`config.mk`:
```
export PLATFORM = sky130hd
export DESIGN_NAME = half_open_interval_unit
export DESIGN_NICKNAME = d
export VERILOG_FILES = /design/src/rtl/core/hoi_pkg.sv /design/src/rtl/core/hoi_cmp.sv /design/src/rtl/core/hoi_sel.sv /design/src/rtl/core/half_open_interval_unit.sv
export SDC_FILE = /design/constraint.sdc
export NUM_CORES = 1
export LEC_CHECK = 0
export ABC_CLOCK_PERIOD_IN_PS = 20000
export BUFFER_PORTS_ARGS = -buffer_cell sky130_fd_sc_hd__buf_4
export CAP_MARGIN = 15
export CORE_ASPECT_RATIO = 0.5
export CORE_UTILIZATION = 55
export DETAILED_ROUTE_END_ITERATION = 16
export HOLD_SLACK_MARGIN = 0.08
export PLACE_DENSITY = 0.82
export SLEW_MARGIN = 20
export SYNTH_ARGS = -nofsm -noshare
export SYNTH_HDL_FRONTEND = slang
export SYNTH_SLANG_ARGS = --single-unit
```
`constraint.sdc`:
```
create_clock -name i_clk -period 20 [get_ports i_clk]
set_input_delay 4 -clock i_clk [delete_from_list [all_inputs] [get_ports i_clk]]
set_output_delay 4 -clock i_clk [all_outputs]
set_load 0.01 [all_outputs]
```
`src/rtl/core/hoi_pkg.sv`:
```
// hoi_pkg: shared types and constants of the half-open interval unit.
// No dependencies; used by every module under rtl/core.
package hoi_pkg;

    localparam int TIME_BITS_DEF = 32;
    localparam int FIELD_BITS    = 32;
    localparam int FUNC_BITS     = 3;
    localparam int CNT_BITS      = 2;
    localparam int IN_DATA_BITS  = 6 * FIELD_BITS;
    localparam int OUT_FIELDS    = 1 + CNT_BITS + 5 * FIELD_BITS + 1;
    localparam int OUT_DATA_BITS = ((OUT_FIELDS + 7) / 8) * 8;

    typedef enum logic [FUNC_BITS-1:0] {
        FN_OVERLAPS   = 3'd0,
        FN_INTERSECTS = 3'd1,
        FN_ENCLOSES   = 3'd2,
        FN_CONTAINS   = 3'd3,
        FN_INTERSECT  = 3'd4,
        FN_COMBINE    = 3'd5,
        FN_SUBTRACT   = 3'd6,
        FN_LENGTH     = 3'd7
    } t_func;

    // compare results produced by the compare stage
    typedef struct packed {
        logic as_z;
        logic ae_z;
        logic bs_z;
        logic be_z;
        logic be_le_as;
        logic bs_ge_ae;
        logic as_eq_bs;
        logic as_eq_ae;
        logic ae_eq_be;
        logic as_lt_bs;
        logic be_lt_ae;
        logic ae_lt_be;
        logic as_lt_pt;
        logic pt_lt_ae;
    } t_cmp;

endpackage

```
`src/rtl/core/hoi_cmp.sv`:
```
// hoi_cmp: compare stage; all bound compares and the length subtract, registered.
// Depends on hoi_pkg.
module hoi_cmp #(
    parameter int TIME_BITS = hoi_pkg::TIME_BITS_DEF
) (
    input  logic                 i_clk,
    input  logic                 i_rst_n,
    input  logic                 i_valid,
    output logic                 o_ready,
    input  hoi_pkg::t_func       i_func,
    input  logic [TIME_BITS-1:0] i_as,
    input  logic [TIME_BITS-1:0] i_ae,
    input  logic [TIME_BITS-1:0] i_bs,
    input  logic [TIME_BITS-1:0] i_be,
    input  logic [TIME_BITS-1:0] i_pt,
    input  logic [TIME_BITS-1:0] i_now,
    output logic                 o_valid,
    input  logic                 i_ready,
    output hoi_pkg::t_func       o_func,
    output logic [TIME_BITS-1:0] o_as,
    output logic [TIME_BITS-1:0] o_ae,
    output logic [TIME_BITS-1:0] o_bs,
    output logic [TIME_BITS-1:0] o_be,
    output hoi_pkg::t_cmp        o_cmp,
    output logic [TIME_BITS-1:0] o_len,
    output logic                 o_err
);

    logic                 r_valid;
    hoi_pkg::t_func       r_func;
    logic [TIME_BITS-1:0] r_as, r_ae, r_bs, r_be, r_len;
    logic                 r_err;
    hoi_pkg::t_cmp        r_cmp;

    hoi_pkg::t_cmp        n_cmp;
    logic [TIME_BITS-1:0] w_endv;
    logic [TIME_BITS:0]   w_diff;

    always_comb begin
        n_cmp.as_z     = (i_as == '0);
        n_cmp.ae_z     = (i_ae == '0);
        n_cmp.bs_z     = (i_bs == '0);
        n_cmp.be_z     = (i_be == '0);
        n_cmp.be_le_as = (i_be <= i_as);
        n_cmp.bs_ge_ae = (i_bs >= i_ae);
        n_cmp.as_eq_bs = (i_as == i_bs);
        n_cmp.as_eq_ae = (i_as == i_ae);
        n_cmp.ae_eq_be = (i_ae == i_be);
        n_cmp.as_lt_bs = (i_as < i_bs);
        n_cmp.be_lt_ae = (i_be < i_ae);
        n_cmp.ae_lt_be = (i_ae < i_be);
        n_cmp.as_lt_pt = (i_as < i_pt);
        n_cmp.pt_lt_ae = (i_pt < i_ae);
    end

    // open A takes now as its end
    assign w_endv  = (i_as != '0 && i_ae == '0) ? i_now : i_ae;
    assign w_diff  = {1'b0, w_endv} - {1'b0, i_as};
    assign o_ready = !r_valid || i_ready;

    always_ff @(posedge i_clk) begin
        if (!i_rst_n) begin
            r_valid <= 1'b0;
        end else if (o_ready) begin
            r_valid <= i_valid;
        end
    end

    always_ff @(posedge i_clk) begin
        if (o_ready && i_valid) begin
            r_func <= i_func;
            r_as   <= i_as;
            r_ae   <= i_ae;
            r_bs   <= i_bs;
            r_be   <= i_be;
            r_cmp  <= n_cmp;
            r_len  <= w_diff[TIME_BITS-1:0];
            r_err  <= w_diff[TIME_BITS];
        end
    end

    assign o_valid = r_valid;
    assign o_func  = r_func;
    assign o_as    = r_as;
    assign o_ae    = r_ae;
    assign o_bs    = r_bs;
    assign o_be    = r_be;
    assign o_cmp   = r_cmp;
    assign o_len   = r_len;
    assign o_err   = r_err;

endmodule

```
`src/rtl/core/hoi_sel.sv`:
```
// hoi_sel: decision and result select stage, registered as the output word.
// Depends on hoi_pkg.
module hoi_sel #(
    parameter int TIME_BITS = hoi_pkg::TIME_BITS_DEF
) (
    input  logic                         i_clk,
    input  logic                         i_rst_n,
    input  logic                         i_valid,
    output logic                         o_ready,
    input  hoi_pkg::t_func               i_func,
    input  logic [TIME_BITS-1:0]         i_as,
    input  logic [TIME_BITS-1:0]         i_ae,
    input  logic [TIME_BITS-1:0]         i_bs,
    input  logic [TIME_BITS-1:0]         i_be,
    input  hoi_pkg::t_cmp                i_cmp,
    input  logic [TIME_BITS-1:0]         i_len,
    input  logic                         i_err,
    output logic                         o_valid,
    input  logic                         i_ready,
    output logic                         o_flag,
    output logic [hoi_pkg::CNT_BITS-1:0] o_cnt,
    output logic [TIME_BITS-1:0]         o_s1,
    output logic [TIME_BITS-1:0]         o_e1,
    output logic [TIME_BITS-1:0]         o_s2,
    output logic [TIME_BITS-1:0]         o_e2,
    output logic [TIME_BITS-1:0]         o_len,
    output logic                         o_err
);

    logic                         r_valid, r_flag, r_err;
    logic [hoi_pkg::CNT_BITS-1:0] r_cnt;
    logic [TIME_BITS-1:0]         r_s1, r_e1, r_s2, r_e2, r_len;

    logic                         n_flag, n_err;
    logic [hoi_pkg::CNT_BITS-1:0] n_cnt;
    logic [TIME_BITS-1:0]         n_s1, n_e1, n_s2, n_e2, n_len;

    logic w_ovl, w_intr, w_encl, w_cont, w_tail;

    always_comb begin
        w_ovl  = !i_cmp.as_z && !i_cmp.bs_z
                 && !(!i_cmp.be_z && i_cmp.be_le_as)
                 && !(!i_cmp.ae_z && i_cmp.bs_ge_ae);
        w_intr = w_ovl || (!i_cmp.as_z && !i_cmp.bs_z && i_cmp.as_eq_bs);
        w_encl = !i_cmp.as_eq_ae
                 && (i_cmp.as_eq_bs || ((i_cmp.as_z || i_cmp.as_lt_bs)
                                        && (i_cmp.ae_z || !i_cmp.bs_ge_ae)))
                 && (i_cmp.ae_eq_be || ((i_cmp.as_z || !i_cmp.be_le_as)
                                        && (i_cmp.ae_z || i_cmp.be_lt_ae)));
        w_cont = (i_cmp.as_z || i_cmp.as_lt_pt) && (i_cmp.ae_z || i_cmp.pt_lt_ae);
        // part of A beyond the end of B
        w_tail = !i_cmp.be_z && (i_cmp.ae_z || i_cmp.be_lt_ae);

        n_flag = 1'b0;
        n_cnt  = '0;
        n_s1   = '0;
        n_e1   = '0;
        n_s2   = '0;
        n_e2   = '0;
        n_len  = '0;
        n_err  = 1'b0;
        unique case (i_func)
            hoi_pkg::FN_OVERLAPS:   n_flag = w_ovl;
            hoi_pkg::FN_INTERSECTS: n_flag = w_intr;
            hoi_pkg::FN_ENCLOSES:   n_flag = w_encl;
            hoi_pkg::FN_CONTAINS:   n_flag = w_cont;
            hoi_pkg::FN_INTERSECT: begin
                if (w_ovl) begin
                    n_cnt = hoi_pkg::CNT_BITS'(1);
                    n_s1  = i_cmp.as_lt_bs ? i_bs : i_as;
                    if (!i_cmp.ae_z && !i_cmp.be_z) begin
                        n_e1 = i_cmp.ae_lt_be ? i_ae : i_be;
                    end else if (!i_cmp.ae_z) begin
                        n_e1 = i_ae;
                    end else begin
                        n_e1 = i_be;
                    end
                end else if (w_intr) begin
                    n_cnt = hoi_pkg::CNT_BITS'(1);
                    n_s1  = i_as;
                    n_e1  = i_as;
                end
            end
            hoi_pkg::FN_COMBINE: begin
                n_cnt = hoi_pkg::CNT_BITS'(1);
                n_s1  = i_as;
                n_e1  = i_ae;
                if (!i_cmp.as_z && !i_cmp.bs_z) begin
                    n_s1 = i_cmp.as_lt_bs ? i_as : i_bs;
                    if (i_cmp.ae_z || i_cmp.be_z) begin
                        n_e1 = '0;
                    end else begin
                        n_e1 = i_cmp.ae_lt_be ? i_be : i_ae;
                    end
                end
            end
            hoi_pkg::FN_SUBTRACT: begin
                if (w_ovl) begin
                    if (i_cmp.as_lt_bs) begin
                        n_cnt = hoi_pkg::CNT_BITS'(1);
                        n_s1  = i_as;
                        n_e1  = i_bs;
                        if (w_tail) begin
                            n_cnt = hoi_pkg::CNT_BITS'(2);
                            n_s2  = i_be;
                            n_e2  = i_ae;
                        end
                    end else if (w_tail) begin
                        n_cnt = hoi_pkg::CNT_BITS'(1);
                        n_s1  = i_be;
                        n_e1  = i_ae;
                    end
                end else begin
                    n_cnt = hoi_pkg::CNT_BITS'(1);
                    n_s1  = i_as;
                    n_e1  = i_ae;
                end
            end
            hoi_pkg::FN_LENGTH: begin
                n_err = i_err;
                n_len = i_err ? '0 : i_len;
            end
        endcase
    end

    assign o_ready = !r_valid || i_ready;

    always_ff @(posedge i_clk) begin
        if (!i_rst_n) begin
            r_valid <= 1'b0;
        end else if (o_ready) begin
            r_valid <= i_valid;
        end
    end

    always_ff @(posedge i_clk) begin
        if (o_ready && i_valid) begin
            r_flag <= n_flag;
            r_cnt  <= n_cnt;
            r_s1   <= n_s1;
            r_e1   <= n_e1;
            r_s2   <= n_s2;
            r_e2   <= n_e2;
            r_len  <= n_len;
            r_err  <= n_err;
        end
    end

    assign o_valid = r_valid;
    assign o_flag  = r_flag;
    assign o_cnt   = r_cnt;
    assign o_s1    = r_s1;
    assign o_e1    = r_e1;
    assign o_s2    = r_s2;
    assign o_e2    = r_e2;
    assign o_len   = r_len;
    assign o_err   = r_err;

endmodule

```
`src/rtl/core/half_open_interval_unit.sv`:
```
// half_open_interval_unit: top level; input register, compare and select stages.
// Depends on hoi_pkg, hoi_cmp, hoi_sel.
//
//  channel   dir  handshake                          payload
//  s_axis    in   i_s_axis_tvalid / o_s_axis_tready  tdata 192b, tuser 3b (func)
//  m_axis    out  o_m_axis_tvalid / i_m_axis_tready  tdata 168b
//
// Three register stages (input, compare, select); a word passes through them in that order.
// One word per cycle sustained while m_axis accepts; each stage holds its word while the next one is full.
// Reset clears the stage valid bits only; no other state.
// Time values are held at TIME_BITS; the ports carry 32-bit fields.
module half_open_interval_unit #(
    parameter int TIME_BITS = hoi_pkg::TIME_BITS_DEF
) (
    input  logic                              i_clk,
    input  logic                              i_rst_n,
    input  logic                              i_s_axis_tvalid,
    output logic                              o_s_axis_tready,
    // a_start, a_end, b_start, b_end, point, now
    input  logic [hoi_pkg::IN_DATA_BITS-1:0]  i_s_axis_tdata,
    // func
    input  logic [hoi_pkg::FUNC_BITS-1:0]     i_s_axis_tuser,
    output logic                              o_m_axis_tvalid,
    input  logic                              i_m_axis_tready,
    // flag, piece_count, first_start, first_end, second_start, second_end,
    // length, order_error, zero pad
    output logic [hoi_pkg::OUT_DATA_BITS-1:0] o_m_axis_tdata
);

    localparam int FB = hoi_pkg::FIELD_BITS;
    localparam int XW = (TIME_BITS > FB) ? TIME_BITS : FB;

    logic                 r_v1;
    hoi_pkg::t_func       r_func;
    logic [TIME_BITS-1:0] r_as, r_ae, r_bs, r_be, r_pt, r_now;

    logic [XW-1:0]        w_x_as, w_x_ae, w_x_bs, w_x_be, w_x_pt, w_x_now;
    logic                 w_cmp_ready;

    logic                 w_v2;
    hoi_pkg::t_func       w_func2;
    logic [TIME_BITS-1:0] w_as2, w_ae2, w_bs2, w_be2, w_len2;
    hoi_pkg::t_cmp        w_cmp2;
    logic                 w_err2;
    logic                 w_sel_ready;

    logic                         w_flag, w_err;
    logic [hoi_pkg::CNT_BITS-1:0] w_cnt;
    logic [TIME_BITS-1:0]         w_s1, w_e1, w_s2, w_e2, w_len;
    logic [XW-1:0]                w_x_s1, w_x_e1, w_x_s2, w_x_e2, w_x_len;

    assign w_x_as  = XW'(i_s_axis_tdata[0*FB +: FB]);
    assign w_x_ae  = XW'(i_s_axis_tdata[1*FB +: FB]);
    assign w_x_bs  = XW'(i_s_axis_tdata[2*FB +: FB]);
    assign w_x_be  = XW'(i_s_axis_tdata[3*FB +: FB]);
    assign w_x_pt  = XW'(i_s_axis_tdata[4*FB +: FB]);
    assign w_x_now = XW'(i_s_axis_tdata[5*FB +: FB]);

    assign o_s_axis_tready = !r_v1 || w_cmp_ready;

    always_ff @(posedge i_clk) begin
        if (!i_rst_n) begin
            r_v1 <= 1'b0;
        end else if (o_s_axis_tready) begin
            r_v1 <= i_s_axis_tvalid;
        end
    end

    always_ff @(posedge i_clk) begin
        if (o_s_axis_tready && i_s_axis_tvalid) begin
            r_func <= hoi_pkg::t_func'(i_s_axis_tuser);
            r_as   <= w_x_as[TIME_BITS-1:0];
            r_ae   <= w_x_ae[TIME_BITS-1:0];
            r_bs   <= w_x_bs[TIME_BITS-1:0];
            r_be   <= w_x_be[TIME_BITS-1:0];
            r_pt   <= w_x_pt[TIME_BITS-1:0];
            r_now  <= w_x_now[TIME_BITS-1:0];
        end
    end

    hoi_cmp #(.TIME_BITS(TIME_BITS)) u_cmp (
        .i_clk   (i_clk),
        .i_rst_n (i_rst_n),
        .i_valid (r_v1),
        .o_ready (w_cmp_ready),
        .i_func  (r_func),
        .i_as    (r_as),
        .i_ae    (r_ae),
        .i_bs    (r_bs),
        .i_be    (r_be),
        .i_pt    (r_pt),
        .i_now   (r_now),
        .o_valid (w_v2),
        .i_ready (w_sel_ready),
        .o_func  (w_func2),
        .o_as    (w_as2),
        .o_ae    (w_ae2),
        .o_bs    (w_bs2),
        .o_be    (w_be2),
        .o_cmp   (w_cmp2),
        .o_len   (w_len2),
        .o_err   (w_err2)
    );

    hoi_sel #(.TIME_BITS(TIME_BITS)) u_sel (
        .i_clk   (i_clk),
        .i_rst_n (i_rst_n),
        .i_valid (w_v2),
        .o_ready (w_sel_ready),
        .i_func  (w_func2),
        .i_as    (w_as2),
        .i_ae    (w_ae2),
        .i_bs    (w_bs2),
        .i_be    (w_be2),
        .i_cmp   (w_cmp2),
        .i_len   (w_len2),
        .i_err   (w_err2),
        .o_valid (o_m_axis_tvalid),
        .i_ready (i_m_axis_tready),
        .o_flag  (w_flag),
        .o_cnt   (w_cnt),
        .o_s1    (w_s1),
        .o_e1    (w_e1),
        .o_s2    (w_s2),
        .o_e2    (w_e2),
        .o_len   (w_len),
        .o_err   (w_err)
    );

    assign w_x_s1  = XW'(w_s1);
    assign w_x_e1  = XW'(w_e1);
    assign w_x_s2  = XW'(w_s2);
    assign w_x_e2  = XW'(w_e2);
    assign w_x_len = XW'(w_len);

    assign o_m_axis_tdata = hoi_pkg::OUT_DATA_BITS'({
        w_err,
        w_x_len[FB-1:0],
        w_x_e2[FB-1:0],
        w_x_s2[FB-1:0],
        w_x_e1[FB-1:0],
        w_x_s1[FB-1:0],
        w_cnt,
        w_flag
    });

    a_cnt_range: assert property (@(posedge i_clk) disable iff (!i_rst_n)
        o_m_axis_tvalid |-> (w_cnt != 2'd3))
        else $error("piece count out of range");

    a_err_len: assert property (@(posedge i_clk) disable iff (!i_rst_n)
        (o_m_axis_tvalid && w_err) |-> (w_len == '0 && !w_flag && w_cnt == '0))
        else $error("order error with nonzero result");

    a_flag_cnt: assert property (@(posedge i_clk) disable iff (!i_rst_n)
        o_m_axis_tvalid |-> !(w_flag && w_cnt != '0))
        else $error("flag and pieces both set");

    a_stage_hold: assert property (@(posedge i_clk) disable iff (!i_rst_n)
        (r_v1 && !w_cmp_ready) |=> (r_v1 && $stable(r_as) && $stable(r_func)))
        else $error("input stage lost a stalled word");

    a_second_piece: assert property (@(posedge i_clk) disable iff (!i_rst_n)
        (o_m_axis_tvalid && w_cnt != 2'd2) |-> (w_s2 == '0 && w_e2 == '0))
        else $error("second piece set without two pieces");

endmodule
```
* Word level (Yosys, flattened, before mapping) *
Index checks and enable logic that the tools add are counted.

operators by class
  multiplexer cells = 29
  reductions and logical operators = 50
  add/sub/neg operators = 1
  bitwise operators = 1
  magnitude comparators = 7
  equal/unequal tests = 10

operator list
  cell                                           count
  2-to-1 mux 32 bit                              19
  case mux 32 bit (3 select lines)               2
  < comparator 32 bit                            5
  zero test 32 bit                               4
  == test 32 bit                                 3
  subtractor 32 x 32 -> 33 bit                   1
  >= comparator 32 bit                           1
  <= comparator 32 bit                           1
  nonzero test 32 bit                            1
  logical AND 1 bit                              17
  logical OR 1 bit                               13
  == test 3 bit, second input constant           4
  zero test 1 bit                                12
  2-to-1 mux 2 bit                               4
  == test 3 x 2 -> 1 bit, second input constant  2
  case mux 2 bit (3 select lines)                1
  case mux 1 bit (4 select lines)                1
  == test 3 x 1 -> 1 bit, second input constant  1
  zero test 3 bit                                1
  AND reduction 3 bit                            1
  2-to-1 mux 1 bit                               2
  OR reduction 2 bit                             1
  NOT 1 bit                                      1

word-level totals
  register bits after elaboration = 540
  word-level logic and storage cells = 137
  output and inout port bits = 170
  bits of input ports = 199

* Depth between registers and ports, before layout *
  depth in word-level cells = 9
  gate-level depth with buffers = 17
  depth with buffers taken out = 16

* Hierarchy *
From an unflattened synthesis, not the netlist that was laid out.

second synthesis, totals
  cell total of the unflattened synthesis = 2220
  area, all modules = 27647.8 um^2

by module, submodules not included
  module                   instances  area an instance (um^2)  cells each  sequential area each (um^2)
  hoi_cmp                  1          12514.5                  1170        5365.1
  hoi_sel                  1          9171.3                   843         4944.7
  half_open_interval_unit  1          5962.0                   207         5875.6

* Worst setup path before layout *
No wires, ideal clock.

  path kind = input to register
  start point = input port i_m_axis_tready
  end point = register u_cmp.r_ae[0], in the netlist u_cmp.o_ae[0] (enable)
  stages on the path = 2
  required time = 19012 ps
  setup time = 988 ps
  arrival = 16923 ps
  path buffers = 0
  slack = 2089 ps
  cells stage by stage = nor2b_1 > a21boi_0

on the way
  word-level cells in the longest chain between the ends = 3

RTL lines
  item                    line                           RTL
  start: declaration      half_open_interval_unit.sv:24  input logic i_m_axis_tready,
  logical OR 1 bit        hoi_sel.sv:126                 assign o_ready = !r_valid || i_ready;
  logical OR 1 bit        hoi_cmp.sv:59                  assign o_ready = !r_valid || i_ready;
  logical AND 1 bit       hoi_cmp.sv:70                  if (o_ready && i_valid) begin
  end signal: assignment  hoi_cmp.sv:73                  r_ae <= i_ae;
  end: declaration        hoi_cmp.sv:31                  logic [TIME_BITS-1:0] r_as, r_ae, r_bs, r_be, r_len;

No other way between the ends.
A chain may end at the register's enable or synchronous reset.

* Worst setup path after layout *
  start point = input port i_m_axis_tready
  end point = output port o_s_axis_tready

on the way
  word-level cells in the longest chain between the ends = 3

RTL lines
  item              line                           RTL
  logical OR 1 bit  hoi_sel.sv:126
  logical OR 1 bit  hoi_cmp.sv:59
  logical OR 1 bit  half_open_interval_unit.sv:59  assign o_s_axis_tready = !r_v1 || w_cmp_ready;
  end: declaration  half_open_interval_unit.sv:18  output logic o_s_axis_tready,

No other way between the ends.

==> results_tabular.tex <==
\begin{tabular}{lr}
\hline
Metric & Value \\
\hline
\multicolumn{2}{l}{\textbf{Drt}} \\
\quad Violation count after the first detailed-route iteration & 2866 \\
\quad Routed len/inst & 26.3 um \\
\quad Number of nets with antenna violations after detailed routing & 0 \\
\quad Count of vias placed by the detailed router & roughly 19000 \\
\quad DR vias/cell & between 6 and 7 \\
\quad Metal3 WL & 10.4 mm \\
\quad M1 WL & between 30 and 40 mm \\
\quad Final routed DRC violation total & 0 \\
\quad Final wirelength & between 70 and 80 mm \\
\quad Amount of wire on met2 after detailed routing & 34.9 mm \\
\quad Drt first pass iters & 8 \\
\quad Highest metal used & met5 \\
\multicolumn{2}{l}{\textbf{Worst setup path}} \\
\quad Kind of capture point of the worst setup path & output port \\
\quad Highest cell delay on the worst timing path & $\sim$0.60 ns \\
\quad Critical path startpoint category & input port \\
\quad CP Class & in2out \\
\quad Worst reg-to-reg path cell count & 16 \\
\quad FF-to-FF Start & r\_as[5]\$\_DFFE\_PP\_ \\
\quad Flop-to-flop setup slack & about 15 ns \\
\quad Required arrival time at the worst endpoint & roughly 16 ns \\
\quad Cell repeated most along the worst path & sky130\_fd\_sc\_hd\_\_buf\_4 \\
\quad Capturing point of the worst reg2reg path & u\_cmp.o\_len[26]\$\_DFFE\_PP\_ \\
\quad Crit path cell chain & buf\_4 > nor2b\_1 > nand3\_1 > buf\_4 \\
\quad Maximum fanout encountered on the critical timing path & 6 \\
\quad Worst Path Arrival & slightly above 5 ns \\
\quad Standard cell with the maximum stage delay on the critical path & sky130\_fd\_sc\_hd\_\_nor2b\_1 \\
\multicolumn{2}{l}{\textbf{Power and ir drop}} \\
\quad Power density of the placed cells & between 80 and 90 mW/mm2 \\
\quad Int Power & 1970 uW \\
\quad Worst VDD drop & around 0.055 mV \\
\quad Net switching component of the power & between 700 and 800 uW \\
\quad Cell leakage power & 0.0132 uW \\
\quad Relative contribution of the clock network to total power & about a third \\
\quad Switching fraction of total power & about a quarter \\
\quad Sequential share of power & a little over half \\
\quad Comb pwr share & between 10\% and 20\% \\
\multicolumn{2}{l}{\textbf{Yosys}} \\
\quad Combined area of all synthesized cells & between 0.02 and 0.03 mm2 \\
\quad Post-synthesis instance total & approximately 2000 \\
\quad Most used flip-flop cell after synthesis & sky130\_fd\_sc\_hd\_\_edfxtp\_1 \\
\quad Sequential element share of the synthesized area & between 60 and 70\% \\
\quad Fraction of registers with async set/reset & 0\% \\
\quad Post-synth EDFFs & about 540 \\
\quad Total of flip-flops plus latches after synthesis & 540 \\
\quad Average instance area after synthesis & between 10 and 15 um2 \\
\quad Count of cell types in the netlist & 59 \\
\quad Count of yosys warnings during synthesis & 0 \\
\multicolumn{2}{l}{\textbf{Cells and area}} \\
\quad Share of post-route cells with drive strength above 1 & about 20\% \\
\quad Area Growth Syn to Fin & 19.0\% \\
\quad Layout Nets & $\sim$2800 \\
\quad Most frequent standard cell in the layout excluding fill and tap cells & sky130\_fd\_sc\_hd\_\_edfxtp\_1 \\
\quad Utilization after layout & between 60 and 70\% \\
\quad Commonest non-fill, non-tap cells in the layout & sky130\_fd\_sc\_hd\_\_edfxtp\_1 (537), sky130\_fd\_sc\_hd\_\_buf\_4 (376), sky130\_fd\_sc\_hd\_\_ha\_1 (223) \\
\multicolumn{2}{l}{\textbf{CTS}} \\
\quad Count of buffers added by post-CTS timing repair for setup & 0 \\
\quad Clock transition at the registers of the reported paths & 0.07 ns \\
\quad CTS tree & yes \\
\quad Maximum clock path buffer count & 3 \\
\quad Cell chosen for the clock root & sky130\_fd\_sc\_hd\_\_clkbuf\_16 \\
\quad Clock buffers created by TritonCTS & 48 \\
\quad Sink Count & 540 \\
\quad Number of hold buffers added after cts & 0 \\
\quad \# resized after CTS & 0 \\
\quad CTS H-tree lvls & 2 \\
\quad Clock latency on the worst-skew pair & around 0.59 ns \\
\multicolumn{2}{l}{\textbf{STA}} \\
\quad Transition time at the pin with the least slew margin & 1.16 ns \\
\quad Setup repair after global routing missed its margin & false \\
\quad Post-Route Setup TNS & 0 ns \\
\quad Post-route clock period utilization & 45.3\% \\
\quad Number of max-slew violations in the final report & 0 \\
\quad Clock period minus final worst setup slack & $\sim$9.1 ns \\
\quad Final Setup Violations & 0 \\
\quad Worst relative slew slack & about 23\% \\
\quad Timing-limited maximum frequency & between 100 and 150 MHz \\
\quad Worst clock skew & 0.0296 ns \\
\quad Final Hold Viols & 0 \\
\multicolumn{2}{l}{\textbf{Placed design}} \\
\quad Count of input and output buffers & 364 \\
\quad HPWL after DPL & 58.1 mm \\
\quad Placer's final routability congestion estimate & 0.978 \\
\multicolumn{2}{l}{\textbf{Global route}} \\
\quad Wire length of the first global-routing pass & between 100 and 150 mm \\
\quad Initial antenna violation count & 6 \\
\quad Aggregate global-route resource usage & about a third \\
\quad Number of global-route vias before repair & around 18000 \\
\quad Final global-route overflow total & 0 \\
\quad Maximum number of pins on one net before global-route repair & between 150 and 200 \\
\multicolumn{2}{l}{\textbf{Floorplanning}} \\
\quad Area of the core region & around 0.047 mm2 \\
\quad Initial Utilization & 55.9\% \\
\quad Die width & around 310 um \\
\quad Vertical extent of the die & approximately 160 um \\
\quad Count of pins on the block boundary & $\sim$370 \\
\quad Total die area & about 0.049 mm2 \\
\quad Num rows & 56 \\
\multicolumn{2}{l}{\textbf{Min path}} \\
\quad Min-delay src & r\_func[1]\$\_DFFE\_PP\_ \\
\quad Hold depth & 0 \\
\quad Class of the most critical hold timing path & reg2reg \\
\quad End point of the most critical hold path & u\_cmp.o\_func[1]\$\_DFFE\_PP\_ \\
\multicolumn{2}{l}{\textbf{Status}} \\
\quad Status & complete, no violations \\
\multicolumn{2}{l}{\textbf{Flow run}} \\
\quad Max Cap Violations & 0 \\
\hline
\end{tabular}
-- cell usage after synthesis, types with 11 or more instances --
library cell,count,area (um2)
sky130_fd_sc_hd__a22oi_1,32,240
sky130_fd_sc_hd__o21ai_0,30,150
sky130_fd_sc_hd__and2_1,98,613
sky130_fd_sc_hd__o211ai_1,35,263
sky130_fd_sc_hd__xor2_1,46,403
sky130_fd_sc_hd__a222oi_1,32,320
sky130_fd_sc_hd__nand4_1,52,325
sky130_fd_sc_hd__ha_1,223,2790
sky130_fd_sc_hd__xnor2_1,15,131
sky130_fd_sc_hd__o221ai_1,36,315
sky130_fd_sc_hd__nor4_1,44,275
sky130_fd_sc_hd__nand3_1,11,55.1
sky130_fd_sc_hd__a21o_1,101,758
sky130_fd_sc_hd__a21oi_1,86,430
sky130_fd_sc_hd__clkbuf_1,50,188
sky130_fd_sc_hd__nor2b_1,15,93.8
sky130_fd_sc_hd__nor2_1,53,199
sky130_fd_sc_hd__edfxtp_1,537,16100
sky130_fd_sc_hd__mux2i_1,65,651
sky130_fd_sc_hd__nand2_1,126,473
sky130_fd_sc_hd__inv_1,168,631
-- per-stage QoR --
step	instances	power (uW)	hold slack (ns)	area, um2	setup WS, ns
global route	3005	2770	0.434	31300	10.84
finish	3006	2690	0.425	31300	10.93
detailed placement	2919	1790	0.409	29800	10.90
global placement	2919	1770	0.403	29800	10.98
CTS	3004	2680	0.425	31200	10.93
floorplan	1970	1630	0.400	26300	2.09
-- worst max-delay path, delay by kind of cell --
kind,cells,cell delay [ns]
AND/OR/NAND/NOR,2,0.78
buffers and inverters,2,0.29
-- power by group through the flow --
stage,Sequential [uW],Clock [uW],Combinational [uW]
after floorplan,1410,0,218
after detailed placement,1440,0,350
after global routing,1420,953,393
final,1420,906,360
after global placement,1440,0,337
after CTS,1410,910,353
-- cell type report --
class	instances	area (um2)
repair buffers	378	2860
inverters	170	638
clock inverters	30	267
diodes	2	5.00
clock buffers	55	1230
well taps	638	798
fillers	3337	15800
flip-flops and latches	540	16200
multi-input cells	1193	9270
-- worst max-delay path by stage --
| stage | start | end | slack [ns] | cells past startpoint |
|---|---|---|---|---|
| 4_1_cts | i_m_axis_tready | o_s_axis_tready | 10.93 | 4 |
| 6_report | i_m_axis_tready | o_s_axis_tready | 10.93 | 4 |
| 2_1_floorplan | i_m_axis_tready | u_cmp.o_ae[0]$_DFFE_PP_ | 2.09 | 2 |
| 5_1_grt | i_m_axis_tready | o_s_axis_tready | 10.84 | 4 |
| 3_5_place_dp | i_m_axis_tready | o_s_axis_tready | 10.90 | 4 |
| 3_3_place_gp | i_m_axis_tready | o_s_axis_tready | 10.98 | 4 |
-- metal layers --
metal  GRT usage, %  up-vias
met5              0        -
met4           9.88       12
met3           7.01      198
met2           48.2     1293
met1           45.1     9069
li1               -     8255
-- sequential cells by signal, summed over array words and instances, names as in the netlist, 2 cells and up --
register      cells
u_sel.o_s2       32
r_as             32
u_sel.o_len      32
u_sel.o_e1       32
u_cmp.o_func      3
u_cmp.o_cmp      14
u_cmp.o_be       32
r_bs             32
u_sel.o_s1       32
r_now            32
u_cmp.o_bs       32
u_cmp.o_as       32
r_pt             32
u_cmp.o_len      32
r_ae             32
r_func            3
u_sel.o_cnt       2
u_cmp.o_ae       32
u_sel.o_e2       32
r_be             32
-- cells by family after synthesis --
logic type / Yosys count / synth area share, %
flip-flops: 540 / 61.6
multiplexers: 65 / 2.48
AO/OA/AOI/OAI: 408 / 11.1
AND/OR/NAND/NOR: 431 / 8.52
adder cells (fa/ha/maj): 224 / 10.7
XOR/XNOR: 61 / 2.03
buffers and inverters: 237 / 3.50
other: 1 / 0.0143
Note: power is estimated with default switching activity, not from simulation.
